## src/assert_macros.svh

```systemverilog
// Assertion macros used by the deframer RTL.
`ifndef ASSERT_MACROS_SVH
`define ASSERT_MACROS_SVH
`ifndef SYNTHESIS
`define ASSERT_PROP(label, prop, msg) \
    label: assert property (@(posedge aclk) disable iff (!aresetn) (prop)) else $error(msg);
`define ASSERT_ALWAYS(label, prop, msg) \
    label: assert property (@(posedge aclk) (prop)) else $error(msg);
`else
`define ASSERT_PROP(label, prop, msg)
`define ASSERT_ALWAYS(label, prop, msg)
`endif
`endif

```

## src/lpmd_pkg.sv

```systemverilog
// Types and constants of the length-prefixed message deframer.
package lpmd_pkg;

    localparam int unsigned HDR_LEN    = 25;
    localparam int unsigned HDR_IDX_W  = 5;
    localparam logic [HDR_IDX_W-1:0] OPCODE_POS = HDR_IDX_W'(24);

    localparam logic KIND_HEADER  = 1'b0;
    localparam logic KIND_PAYLOAD = 1'b1;

    typedef struct packed {
        logic [15:0] attempt;
        logic [7:0]  tracked;
        logic [7:0]  reliable;
        logic [63:0] source_id;
        logic [63:0] sequence_num;
        logic [31:0] payload_length;
    } hdr_fields_t;

endpackage

```

## src/lpmd_hdr_capture.sv

```systemverilog
// Header byte position counter and big-endian field shift registers.
module lpmd_hdr_capture
    import lpmd_pkg::*;
(
    input  logic        aclk,
    input  logic        aresetn,
    input  logic        take,
    input  logic [7:0]  data_byte,
    output hdr_fields_t hdr,
    output logic        opcode_slot
);

    logic [HDR_IDX_W-1:0] idx_reg;
    logic [HDR_IDX_W-1:0] idx_next;
    logic [HDR_IDX_W-1:0] pos;
    hdr_fields_t          hdr_reg;
    hdr_fields_t          hdr_next;

    // Fold any out-of-range position back to the start of a header.
    assign pos         = (idx_reg >= HDR_IDX_W'(HDR_LEN)) ? '0 : idx_reg;
    assign opcode_slot = (pos == OPCODE_POS);
    assign hdr         = hdr_reg;

    always_comb begin
        idx_next = idx_reg;
        hdr_next = hdr_reg;
        if (take) begin
            if (opcode_slot) begin
                idx_next = '0;
            end else begin
                idx_next = pos + HDR_IDX_W'(1);
                if (pos <= HDR_IDX_W'(1)) begin
                    hdr_next.attempt = {hdr_reg.attempt[7:0], data_byte};
                end else if (pos == HDR_IDX_W'(2)) begin
                    hdr_next.tracked = data_byte;
                end else if (pos == HDR_IDX_W'(3)) begin
                    hdr_next.reliable = data_byte;
                end else if (pos <= HDR_IDX_W'(11)) begin
                    hdr_next.source_id = {hdr_reg.source_id[55:0], data_byte};
                end else if (pos <= HDR_IDX_W'(19)) begin
                    hdr_next.sequence_num = {hdr_reg.sequence_num[55:0], data_byte};
                end else begin
                    hdr_next.payload_length = {hdr_reg.payload_length[23:0], data_byte};
                end
            end
        end
    end

    always_ff @(posedge aclk) begin
        if (!aresetn) begin
            idx_reg <= '0;
            hdr_reg <= '0;
        end else begin
            idx_reg <= idx_next;
            hdr_reg <= hdr_next;
        end
    end

endmodule

```

## src/length_prefixed_message_deframer.sv

```systemverilog
// Length-prefixed message deframer: 25-byte header then payload bytes.
// A result is loaded into the output register in the cycle after the byte that
// causes it is accepted. Throughput: one byte per cycle while m_ready is high, set
// by the single output register that refills in the same cycle it is drained.
// Reset (synchronous, active low) returns to header byte 0 with no result held.
`include "assert_macros.svh"
module length_prefixed_message_deframer
    import lpmd_pkg::*;
(
    input  logic        aclk,
    input  logic        aresetn,
    input  logic        s_valid,
    output logic        s_ready,
    input  logic [7:0]  s_data_byte,
    output logic        m_valid,
    input  logic        m_ready,
    output logic        m_kind,
    output logic [15:0] m_attempt,
    output logic [7:0]  m_tracked,
    output logic [7:0]  m_reliable,
    output logic [63:0] m_source_id,
    output logic [63:0] m_sequence_res,
    output logic [31:0] m_payload_length,
    output logic [7:0]  m_opcode,
    output logic [7:0]  m_payload_byte,
    output logic        m_last
);

    hdr_fields_t hdr;
    logic        opcode_slot;
    logic        accept;
    logic        pay_mode;
    logic        hdr_take;
    logic        produce;

    logic        in_payload_reg, in_payload_next;
    logic [31:0] remaining_reg, remaining_next;
    logic [31:0] remaining_dec;
    logic        m_valid_reg, m_valid_next;
    logic        kind_reg, kind_next;
    hdr_fields_t out_hdr_reg, out_hdr_next;
    logic [7:0]  opcode_reg, opcode_next;
    logic [7:0]  pbyte_reg, pbyte_next;
    logic        last_reg, last_next;

    assign s_ready  = !m_valid_reg || m_ready;
    assign accept   = s_valid && s_ready;
    assign pay_mode = in_payload_reg && (remaining_reg != '0);
    assign hdr_take = accept && !pay_mode;
    assign produce  = pay_mode || opcode_slot;
    assign remaining_dec = remaining_reg - 32'd1;

    lpmd_hdr_capture u_hdr (
        .aclk        (aclk),
        .aresetn     (aresetn),
        .take        (hdr_take),
        .data_byte   (s_data_byte),
        .hdr         (hdr),
        .opcode_slot (opcode_slot)
    );

    always_comb begin
        in_payload_next = in_payload_reg;
        remaining_next  = remaining_reg;
        if (accept) begin
            if (pay_mode) begin
                remaining_next  = remaining_dec;
                in_payload_next = (remaining_dec != '0);
            end else if (opcode_slot) begin
                remaining_next  = hdr.payload_length;
                in_payload_next = (hdr.payload_length != '0);
            end else begin
                in_payload_next = 1'b0;
            end
        end
    end

    // Load the output register on a producing transaction, otherwise drain it.
    always_comb begin
        m_valid_next = m_valid_reg && !m_ready;
        kind_next    = kind_reg;
        out_hdr_next = out_hdr_reg;
        opcode_next  = opcode_reg;
        pbyte_next   = pbyte_reg;
        last_next    = last_reg;
        if (accept && produce) begin
            m_valid_next = 1'b1;
            if (pay_mode) begin
                kind_next    = KIND_PAYLOAD;
                out_hdr_next = '0;
                opcode_next  = '0;
                pbyte_next   = s_data_byte;
                last_next    = (remaining_dec == '0);
            end else begin
                kind_next    = KIND_HEADER;
                out_hdr_next = hdr;
                opcode_next  = s_data_byte;
                pbyte_next   = '0;
                last_next    = (hdr.payload_length == '0);
            end
        end
    end

    always_ff @(posedge aclk) begin
        if (!aresetn) begin
            in_payload_reg <= 1'b0;
            remaining_reg  <= '0;
            m_valid_reg    <= 1'b0;
        end else begin
            in_payload_reg <= in_payload_next;
            remaining_reg  <= remaining_next;
            m_valid_reg    <= m_valid_next;
        end
    end

    always_ff @(posedge aclk) begin
        kind_reg    <= kind_next;
        out_hdr_reg <= out_hdr_next;
        opcode_reg  <= opcode_next;
        pbyte_reg   <= pbyte_next;
        last_reg    <= last_next;
    end

    assign m_valid          = m_valid_reg;
    assign m_kind           = kind_reg;
    assign m_attempt        = out_hdr_reg.attempt;
    assign m_tracked        = out_hdr_reg.tracked;
    assign m_reliable       = out_hdr_reg.reliable;
    assign m_source_id      = out_hdr_reg.source_id;
    assign m_sequence_res   = out_hdr_reg.sequence_num;
    assign m_payload_length = out_hdr_reg.payload_length;
    assign m_opcode         = opcode_reg;
    assign m_payload_byte   = pbyte_reg;
    assign m_last           = last_reg;

    `ASSERT_PROP(a_payload_count_nonzero, in_payload_reg |-> (remaining_reg != '0), "empty count")
    `ASSERT_PROP(a_final_byte_last, (accept && pay_mode && remaining_reg == 32'd1) |=> (m_valid && m_last && m_kind == KIND_PAYLOAD), "last missing")
    `ASSERT_PROP(a_opcode_header_result, (accept && !pay_mode && opcode_slot) |=> (m_valid && m_kind == KIND_HEADER), "no header result")
    `ASSERT_PROP(a_payload_entry, $rose(in_payload_reg) |-> (m_valid && m_kind == KIND_HEADER && !m_last), "bad payload entry")
    `ASSERT_ALWAYS(a_ready_when_empty, !m_valid_reg |-> s_ready, "input stalled while empty")

endmodule
```

## config.mk

```make
export PLATFORM = sky130hd
export DESIGN_NAME = length_prefixed_message_deframer
export DESIGN_NICKNAME = d
export VERILOG_FILES = /design/src/lpmd_pkg.sv /design/src/lpmd_hdr_capture.sv /design/src/length_prefixed_message_deframer.sv
export VERILOG_INCLUDE_DIRS = /design/src /design/src/src
export SDC_FILE = /design/constraint.sdc
export NUM_CORES = 1
export LEC_CHECK = 0
export BUFFER_PORTS_ARGS = -buffer_cell sky130_fd_sc_hd__buf_2
export CAP_MARGIN = 5
export CORE_MARGIN = 5
export CORE_UTILIZATION = 54
export CTS_BUF_LIST = sky130_fd_sc_hd__clkbuf_4 sky130_fd_sc_hd__clkbuf_8
export DETAILED_ROUTE_END_ITERATION = 8
export PLACE_DENSITY = 0.75
export SYNTH_ARGS = -nofsm -noshare
export SYNTH_HDL_FRONTEND = slang
export SYNTH_SLANG_ARGS = --single-unit
```

## constraint.sdc

```tcl
create_clock -name aclk -period 26.6 [get_ports aclk]
set_input_delay 3.99 -clock aclk [delete_from_list [all_inputs] [get_ports aclk]]
set_output_delay 3.99 -clock aclk [all_outputs]
set_load 0.1 [all_outputs]
```

==> metrics.cfg <==
[worst_setup_path]
cp.buffers_inverters = 2
worst-r2r-setup-slack_ps = 21850
crit_arrival_ps = 4650
path_class = input port to output pin
critPathMostFrequentCell = buf_2
cpMaxStageDelayCell = buf_2
timing.critical_path.slowest_cell_delay_ps = 450
crit_path_cell_trace = buf_2 -> nand2b_1 -> buf_2
cp_data_required_time_ps = 22610
max_fanout_on_critical_path = 4
crit_path_start_kind = input port
worstSetupEndpointType = output pin
path_delay_family = buffers and inverters

[detailed_routing]
drc = 0
detailroute.via_count = 12740
vias_per_cell = 5.536
route.antenna.remaining_nets = 0
finalWirelength_um = 41010
routedWlPerCell_um = 17.82
drtPass1Iterations = 5
drt-initial-drc-count = 1074

[pwr]
leakage_nw = 7.658
clock_power_share = 0.441
power_switching_mw = 0.2861
ir_drop_mv = 0.04800
switching_share = 0.2175
powerDensity_mw_per_mm2 = 65.85
internal_power_mw = 1.029
power_frac_seq = 0.540
comb_power_share = 0.020

[grt]
grt_pass1_wl_um = 65070
antenna_violations_before_repair = 0
grt_max_degree = 188
first_global_vias = 11910
globalRouteTotalUtil = 0.2240
overflow = 0

[synthesis]
ys_types = 56
synth_area_mm2 = 0.01733
synth_seq_cells = 441
synth-seq-area-share = 0.6309
synth_edf_count = 210
synthCells = 1661
synth.area.top_cells = edfxtp_1 36%, dfxtp_1 27%, and2_1 7.6%, nand3_1 7.3%, o21ai_0 4.6%
post-synth-top-area-fraction = 0.3640
synthesis.area_per_instance_um2 = 10.43
ys_dominant_reg_cell = dfxtp_1
synthArstFlopShare = 0
yosys.area.top_type = edfxtp_1
synth_fp_nets = 1680
synthesis.yosys.warnings = 0

[timing]
slew_viol_final = 0
final-setup-viol-count = 0
timing.max_slew.rel_slack = 0.2698
max_slew.worst_pin.slew_ps = 1095
totalNegativeSetupSlack_ps = 0
fmax_mhz = 115.7
rsz_0062_raised_after_global_routing = no
fin_clk_skew_ps = 33.91
final.period_utilization = 0.3250
final.min_clock_period_ps = 8645
hold_viol = 0

[finish]
syn2layout_area_growth_pct = 15.28
num_antenna_cells = 0
layout.nets = 1862
seq_area_mm2 = 0.01093
layout-drive-gt1-share = 0.1968
largest_register_ff_count = 192
commonest_non_fill_non_tap_cells_in_the_layout = 253 x nand3_1, 231 x dfxtp_1, 222 x buf_2
num-fill-cells = 2550
layout.core_utilization = 0.6313
multi_input_area_mm2 = 0.005813
layout.cells.most_common = nand3_1

[floorplan]
floorplan.core_area_mm2 = 0.03164
initial_core_util = 0.5476
ioPinCount = 224
row_count = 65
dieHeight_um = 189.1
design.die.area_mm2 = 0.03577
die-width_um = 189.1

[cts]
tritoncts = done
clock_tree.buffer_depth = 3
cts.root.buffer_cell = clkbuf_8
clk_latency_ps = 610
cts_num_sinks = 441
cts_hold_buffers = 0
post_cts.repair.setup_buffers = 0
cts-resized-gates = 0
cts_buffers = 70
cts_htree_levels = 3
clk_pin_slew_worst_paths_ps = 70

[run]
drv_cap = 0

[placement]
post-dp-hpwl_um = 26420
numPortBuffers = 223
routabilityCongestion = 0.8776

[worst_hold_path]
worst_hold_path_class = flip-flop to flip-flop

[run_status]
status = complete, no violations

-- stage by stage --
step	worst slack (ps)	total power, mW	instances	hold WS [ps]	cell area (um^2)
floorplan	14330	0.7436	1661	431.4	17330
global placement	17970	0.7494	2172	440.5	18530
CTS	17960	1.326	2301	448.4	19960
finish	17960	1.315	2302	445.0	19970
global route	17900	1.365	2302	477.2	19970
detailed placement	17960	0.7500	2172	445.2	18530
-- path summary, 6_finish.rpt --
path | cells past startpoint | end | from
max | 3 | s_ready | m_ready
min | 2 | u_hdr.hdr[116] | u_hdr.hdr[108]
max reg2reg | 11 | remaining_reg[11] | remaining_reg[16]
min reg2reg | 2 | u_hdr.hdr[116] | u_hdr.hdr[108]
-- tightest hold or removal path, cell delays in order (launching register included) --
cell and delay (ps):
dfxtp_1 330, nand3_1 70, nand2_1 40
-- synth_stat cells (all sizes together), types with 6 or more instances --
| library cell | n |
|---|---|
| or4 | 8 |
| edfxtp | 210 |
| nand3 | 255 |
| a22oi | 6 |
| nor2 | 36 |
| nor2b | 13 |
| clkbuf | 80 |
| a21oi | 24 |
| a21boi | 15 |
| ha | 7 |
| o21ai | 194 |
| inv | 15 |
| and2 | 211 |
| nand4 | 9 |
| nor3 | 28 |
| nor4 | 20 |
| or3 | 10 |
| nand2 | 190 |
| dfxtp | 231 |
| buf | 46 |
-- cells by family after synthesis --
logic type      count (synthesis)  share of synthesized area
compound gates                263                    0.08428
xor+xnor                        7                   0.003539
fa+ha+maj                       7                   0.005055
buf+inv                       141                    0.03466
flops                         441                     0.6309
simple gates                  802                     0.2416
-- layer usage --
| layer | vias up | wire, um | global-route usage |
|---|---|---|---|
| li1 | 6196 | - | - |
| met1 | 6050 | 18450 | 0.3221 |
| met2 | 436 | 18540 | 0.3402 |
| met3 | 62 | 3140 | 0.05513 |
| met4 | 0 | 878 | 0.06558 |
| met5 | - | 0 | 0 |
-- power by group through the flow --
| stage | clock, mW | combinational (mW) | sequential, mW |
|---|---|---|---|
| 2_1_floorplan | 0 | 0.0200 | 0.724 |
| 3_3_place_gp | 0 | 0.0254 | 0.724 |
| 3_5_place_dp | 0 | 0.0258 | 0.724 |
| 4_1_cts | 0.591 | 0.0258 | 0.710 |
| 5_1_grt | 0.626 | 0.0289 | 0.709 |
| 6_report | 0.580 | 0.0258 | 0.710 |
-- area by class of cell --
class                   count  area share
well taps                 402     0.02518
clock buffers             110     0.06515
repair buffers            236     0.06164
inverters                  15    0.003195
multi-input cells        1079      0.2910
clock inverters            19    0.006515
flip-flops and latches    441      0.5473
No activity file was read; power rests on OpenSTA's default activity.
